--- config.mk ---
export PLATFORM = sky130hd
export DESIGN_NAME = pftbp_divider
export DESIGN_NICKNAME = d
export VERILOG_FILES = /design/src/rtl/core/pftbp_pkg.sv /design/src/rtl/core/pftbp_divider.sv
export SDC_FILE = /design/constraint.sdc
export NUM_CORES = 1
export LEC_CHECK = 0
export ABC_AREA = 0
export BUFFER_PORTS_ARGS = -buffer_cell sky130_fd_sc_hd__buf_2
export CAP_MARGIN = 20
export CELL_PAD_IN_SITES_DETAIL_PLACEMENT = 1
export CELL_PAD_IN_SITES_GLOBAL_PLACEMENT = 2
export CORE_MARGIN = 8
export CORE_UTILIZATION = 34
export CTS_CLUSTER_DIAMETER = 60
export DETAILED_ROUTE_END_ITERATION = 7
export PLACE_DENSITY_LB_ADDON = 0.3
export SLEW_MARGIN = 20
export SYNTH_ARGS = -nofsm -noshare
export SYNTH_HDL_FRONTEND = slang
export SYNTH_SLANG_ARGS = --single-unit
--- constraint.sdc ---
create_clock -name clk_i -period 5.8 [get_ports clk_i]
set_input_delay 1.16 -clock clk_i [delete_from_list [all_inputs] [get_ports clk_i]]
set_output_delay 1.16 -clock clk_i [all_outputs]
set_load 0.01 [all_outputs]
--- src/rtl/core/pftbp_pkg.sv ---
package pftbp_pkg;

  // fixed field widths
  localparam int FLOW_IDX_BITS = 10;
  localparam int COST_BITS     = 16;
  localparam int NOW_BITS      = 48;
  localparam int LEVEL_BITS    = 16;
  localparam int INTERVAL_BITS = 32;
  localparam int VERDICT_BITS  = 3;
  localparam int CFG_IDX_BITS  = 2;
  localparam int CFG_DATA_BITS = 32;

  localparam int S_DATA_BITS = 80;
  localparam int M_DATA_BITS = 24;

  // defaults for the top level parameters
  localparam int DEF_FLOW_COUNT = 1024;
  localparam int DEF_TIME_BITS  = 48;

  localparam logic [INTERVAL_BITS-1:0] INTERVAL_RESET = 32'd1000000;
  localparam logic [LEVEL_BITS-1:0]    BURST_RESET    = 16'd0;

  // width of the index reduction step counter
  localparam int RED_CNT_W = 4;

  typedef enum logic [VERDICT_BITS-1:0] {
    VERDICT_ACCEPT   = 3'd0,
    VERDICT_OVER     = 3'd1,
    VERDICT_DISABLED = 3'd2,
    VERDICT_TOOBIG   = 3'd3,
    VERDICT_FREE     = 3'd4
  } verdict_e;

  typedef enum logic [CFG_IDX_BITS-1:0] {
    CFG_INTERVAL = 2'd0,
    CFG_BURST    = 2'd1
  } cfg_reg_e;

  typedef enum logic [2:0] {
    ST_CLEAR,
    ST_IDLE,
    ST_REDUCE,
    ST_READ,
    ST_CHECK,
    ST_DIV,
    ST_REFILL,
    ST_DONE
  } state_e;

  // number of compare-and-subtract steps that bring a flow index below the flow count
  function automatic int red_steps(input int flows);
    int n;
    n = 0;
    if (flows < (1 << FLOW_IDX_BITS)) begin
      while ((flows << n) < (1 << FLOW_IDX_BITS)) begin
        n = n + 1;
      end
    end
    return n;
  endfunction

endpackage

--- src/rtl/core/pftbp_divider.sv ---
module pftbp_divider #(
  parameter int TIME_BITS = pftbp_pkg::DEF_TIME_BITS
) (
  input  logic                                clk_i,
  input  logic                                rst_ni,
  input  logic                                start_i,
  input  logic [TIME_BITS-1:0]                dividend_i,
  input  logic [pftbp_pkg::INTERVAL_BITS-1:0] divisor_i,
  output logic                                done_o,
  output logic [TIME_BITS-1:0]                quotient_o,
  output logic [pftbp_pkg::INTERVAL_BITS-1:0] remainder_o
);
  import pftbp_pkg::*;

  localparam int CNT_W = $clog2(TIME_BITS + 1);

  logic [INTERVAL_BITS-1:0] rem_q, rem_d;
  logic [TIME_BITS-1:0]     quo_q, quo_d;
  logic [CNT_W-1:0]         cnt_q, cnt_d;
  logic                     busy_q, busy_d;
  logic                     done_q, done_d;
  logic [INTERVAL_BITS:0]   trial;
  logic [INTERVAL_BITS:0]   diff;
  logic                     ge;

  // restoring division, one quotient bit per cycle; dividend bits shift out of the top
  // of quo_q while quotient bits shift in at the bottom
  assign trial = {rem_q, quo_q[TIME_BITS-1]};
  assign diff  = trial - {1'b0, divisor_i};
  assign ge    = trial >= {1'b0, divisor_i};

  always_comb begin
    rem_d  = rem_q;
    quo_d  = quo_q;
    cnt_d  = cnt_q;
    busy_d = busy_q;
    done_d = done_q;
    if (start_i) begin
      rem_d  = '0;
      quo_d  = dividend_i;
      cnt_d  = CNT_W'(TIME_BITS);
      busy_d = 1'b1;
      done_d = 1'b0;
    end else if (busy_q) begin
      rem_d = ge ? diff[INTERVAL_BITS-1:0] : trial[INTERVAL_BITS-1:0];
      quo_d = {quo_q[TIME_BITS-2:0], ge};
      cnt_d = cnt_q - CNT_W'(1);
      if (cnt_q == CNT_W'(1)) begin
        busy_d = 1'b0;
        done_d = 1'b1;
      end
    end
  end

  always_ff @(posedge clk_i or negedge rst_ni) begin
    if (!rst_ni) begin
      cnt_q  <= '0;
      busy_q <= 1'b0;
      done_q <= 1'b0;
    end else begin
      cnt_q  <= cnt_d;
      busy_q <= busy_d;
      done_q <= done_d;
    end
  end

  always_ff @(posedge clk_i) begin
    rem_q <= rem_d;
    quo_q <= quo_d;
  end

  assign done_o      = done_q;
  assign quotient_o  = quo_q;
  assign remainder_o = rem_q;

endmodule
# After elaboration in Yosys (flattened, before gate mapping)
# Cells that the tools add are included.
# Widths: inputs -> output; s select.
[totals]
ff_bits = 88
latchBits = 0
ram_bits = 0
romBits = 0
inputBits = 83
out_inout_bits = 81
elab_cells = 23
mem_count = 0
[op_classes]
n_addsub = 2
n_mul = 0
div = 0
n_lt_le_gt_ge = 1
eq_ne = 1
shift = 0
muxes = 11
bitwise = 0
n_reduce_logical = 3
[op_table]
columns = ["op", "n"]
rows = [
  ["$mux 48", 2],
  ["$ge 33x32->1", 1],
  ["$mux 32", 1],
  ["$sub 32x32->32", 1],
  ["$mux 6", 2],
  ["$eq 6x1->1 const B", 1],
  ["$mux 1", 6],
  ["$sub 6x1->6 const B", 1],
  ["$reduce_bool 2->1", 2],
  ["$reduce_and 2->1", 1],
]

# Logic depth before layout (Yosys ltp)
[depth]
word_depth = 4
mapped_depth = 13
depth_no_buf = 11

# Worst setup path after synthesis
# No wires, ideal clock.
[synth_timing]
path_kind = "input -> register"
start = "in divisor_i[16] (netlist name)"
end = "reg rem_q[27] (netlist: remainder_o[27])"
setup_ns = 0.088
arrival_ns = 3.301
required_ns = 5.712
path_slack_ns = 2.411
stages = 11
path_buffers = 1
cell_sequence = "inv_1 > ha_1 > buf_2 > a211oi_1 > nor2_1 > o41a_1 > a21oi_1 > a21oi_1 > mux2i_1 > or4_1 > a311oi_2"
[synth_between]
elab_chain_len = 2
elab_cells_between_ends = 3
classes_between = "add/sub: 1; order compare: 1; mux: 1"
[synth_lines]
columns = ["element", "line_no", "rtl"]
rows = [
  ["start, declared", "pftbp_divider.sv:8", "input logic [pftbp_pkg::INTERVAL_BITS-1:0] divisor_i,"],
  ["$sub 32x32->32 or $ge 33x32->1 (tied branches)", "pftbp_divider.sv:29, pftbp_divider.sv:30", ""],
  ["$mux 32 (*)", "pftbp_divider.sv:45", "rem_d = ge ? diff[INTERVAL_BITS-1:0] : trial[INTERVAL_BITS-1:0];"],
  ["end signal, assigned", "pftbp_divider.sv:68", "rem_q <= rem_d;"],
  ["end, declared", "pftbp_divider.sv:17", "logic [INTERVAL_BITS-1:0] rem_q, rem_d;"],
]
# Mark *: on every way between the ends. The rest lies on a longest branch, timed or not.
# A chain may end at the register's enable or synchronous reset.

# Final worst setup path
[layout_timing]
start = "in divisor_i[10] (netlist name)"
end = "reg rem_q[9] (netlist: remainder_o[9])"
[layout_between]
elab_chain_len = 2
[layout_lines]
columns = ["element", "line_no", "rtl"]
rows = [
  ["$ge 33x32->1", "pftbp_divider.sv:30", "assign ge = trial >= {1'b0, divisor_i};"],
  ["$mux 32", "pftbp_divider.sv:45", ""],
]
# No other way between the ends.

==> metrics.md <==
| Metric | Value |
|---|---|
| Tot GR Track Use | `16.70%` |
| Sw frac | `41.60%` |
| Fmax | `0.2491 GHz` |
| Initial DRC Count | `249` |
| Gate power share | `about 50%` |
| Reg2reg setup slack | `2350 ps` |
| Leak pwr | `3.380 nW` |
| First-pass GRT wire length | `approximately 29000 um` |
| CTS Sinks | `88` |
| Top cells by area, synth | `edfxtp_1 (25%), dfxtp_1 (11%), mux2_2 (9.0%)` |
| Vias in the first global route | `5458` |
| Critical path, cell by cell | `buf_2, inv_1, ha_1, a21oi_1, o21bai_1, nand2b_1, o211ai_1, nand3_2, a31oi_4, buf_4, mux2i_1, a211oi_1` |
| Yosys cell types | `61` |
| RePlAce Congestion | `0.8190` |
| Reg-to-Reg End | `remainder_o[9]` |
| Die span in y | `147.3 um` |
| Hpwl dp | `14160 um` |
| Number of synthesized flops with an enable pin | `48` |
| Synth area leader | `edfxtp_1` |
| Yosys Warn Count | `0` |
| Core ar. | `17060 sq um` |
| Worst path depth | `12` |
| WP data arrival | `4210 ps` |
| Worst R2R Start | `remainder_o[11]` |
| Skew final | `~11 ps` |
| Post-route minimum period | `approximately 4000 ps` |
| Storage element area | `2283 sq um` |
| WHS Path Cells | `2` |
| Setup TNS | `0 ps` |
| Clock power share | `between 20% and 30%` |
| Die Area | `21710 sq um` |
| Post-synth top area share | `between 20% and 30%` |
| CTS Root Buffer Type | `clkbuf_16` |
| Fin crit share | `69.20%` |
| Leading cell types in the layout, fill and taps excluded | `buf_2 (162), nor2_1 (54), edfxtp_1 (48)` |
| Initial antenna violation count | `3` |
| Final hold vios | `0` |
| Vias post-DR | `5119` |
| CTS resizes | `0` |
| Total Wirelength | `18250 um` |
| RSZ-0062 raised after global routing | `no` |
| Setup CP Type | `in2reg` |
| Setup violators final | `0` |
| Worst-Skew Late Latency | `350 ps` |
| Post-Synthesis Cells | `between 600 and 700` |
| Outcome | `completed` |
| R2r worst-path depth | `10` |
| Register area share after synthesis | `38.91%` |
| PwrDens | `456.3 nW/um^2` |
| Layout Nets | `~860` |
| Worst-path fanout max | `28` |
| H-tree depth | `3` |
| CTS tree | `done` |
| Relative slew slack | `around 43%` |
| WHS Endpoint | `remainder_o[2]` |
| CP Buf/Inv Count | `3` |
| Cts hold-fix bufs | `0` |
| Syn avg cell area | `9.679 sq um` |
| Post-CTS setup buffer count | `0` |
| # fillers | `approximately 2000` |
| Main synth FF type | `edfxtp_1` |
| Initial Util | `34.39%` |
| Hold WC Path Type | `reg2reg` |
| Cell Int Power | `1.904 mW` |
| Sequential Power Share | `29.4%` |
| Peak supply drop | `~0.00016 V` |
| Max-cap viol count | `0` |
| Port Buf Inserts | `163` |
| Family with the most delay on the worst path | `compound AO/OA/AOI/OAI gates` |
| Worst hold start | `remainder_o[2]` |
| Net Count, Synth | `between 700 and 800` |
| Vias per cell | `5.229` |
| Row cnt | `48` |
| Critical path's largest stage delay | `between 600 and 700 ps` |
| Footprint of the multi-input gates | `~3200 sq um` |
| Die width | `147.3 um` |
| Post-synth ARST share | `under 10%` |
| Tot Pwr | `approximately 3.3 mW` |
| Hold slack final | `around 520 ps` |
| Synthesis-to-layout area growth | `21.82%` |
| Commonest non-fill, non-tap cell in the layout | `buf_2` |
| CP Launch Type | `primary input` |
| Net Sw Power | `1.357 mW` |
| Largest net degree at the start of global routing | `56` |
| Overflow after GRT | `0` |
| I/O Pins | `164` |
| Layout cells sized above 1 | `31.96%` |
| Critical-path top delay cell | `a31oi_4` |
| DRC Markers | `0` |
| Measured slew at the worst slew-check pin | `859.7 ps` |
| DR WL/cell | `about 19 um` |
| Routed Antenna Nets | `0` |
| Mapped Area | `about 5900 sq um` |
| #FFs+latches synth | `88` |
| Critical path endpoint category | `register` |
| Worst endpoint required time | `6000 ps` |
| Drt pass-1 iters | `4` |
| CTS buffer count | `9` |
| Worst-path clk slew | `70 ps` |
| CTS Buffer Depth | `2` |
| Slew Limit Fails | `0` |
cells by family after synthesis:
logic type,synth area share (%)
DFF,38.91
muxes,13.12
and+or+nand+nor,13.80
AOI/OAI and AO/OA,16.23
xor gates and xnor gates,4.479
adders and majority gates,7.594
buffers and inverters,5.866
metrics by stage:
| stage | instances | setup slack, ps | area [sq um] | util, % |
|---|---|---|---|---|
| final | 979 | 1786 | 7146 | 41.89 |
| after detailed placement | 960 | 1451 | 6803 | 39.88 |
| after CTS | 976 | 1826 | 7136 | 41.84 |
| after floorplan | 606 | 2411 | 5866 | - |
| after global placement | 960 | 1563 | 6803 | 39.88 |
| after global routing | 979 | 1486 | 7146 | 41.89 |
registers in the layout, summed over array words and instances (netlist names):
name	count
cnt_q	6
busy_q	1
done_o	1
remainder_o	32
quotient_o	48
worst max path at each step:
stage | from | end
6_report | divisor_i[10] | remainder_o[9]
5_1_grt | divisor_i[10] | remainder_o[16]
4_1_cts | divisor_i[10] | remainder_o[1]
3_5_place_dp | divisor_i[10] | remainder_o[9]
3_3_place_gp | divisor_i[14] | remainder_o[11]
2_1_floorplan | divisor_i[16] | remainder_o[27]
cell type report:
cell class	instances	share of cell area (%)
clock inverter	7	1.506
antenna	3	0.1051
multi-input combinational	439	45.37
clock buffer	9	3.152
timing repair buffer	166	11.77
tap	225	3.940
sequential	88	31.96
inverter	42	2.206
tightest hold or removal path, stage by stage, from the launching register on:
cell	delay [ps]
dfxtp_1	330
nor2_1	90
a211oi_1	50
synth_stat cells (all sizes together) (10+ instances only):
library cell / instances
nor2: 55
edfxtp: 48
mux2: 47
a21oi: 42
inv: 42
ha: 34
dfxtp: 32
nand2: 31
a211oi: 26
mux2i: 24
o21ai: 22
buf: 21
clkbuf: 16
xnor2: 16
xor2: 14
nor3: 13
nand2b: 10
per-layer routing:
metal / wire length [um] / part of all wire [%] / track usage (%)
met1: 8168 / 45 / 20.91
met2: 8951 / 49 / 28.03
met3: 749 / 4.1 / 3.137
met4: 377 / 2.1 / 6.068
met5: 0 / 0 / 0
power by group through the flow:
stage	clock, mW	combinational, mW	sequential [mW]
floorplan	0	1.15	1.00
global placement	0	1.60	0.968
detailed placement	0	1.63	0.978
CTS	0.692	1.64	0.966
global route	0.708	1.82	0.988
finish	0.671	1.63	0.960
Note: power is estimated with default switching activity, not from simulation.
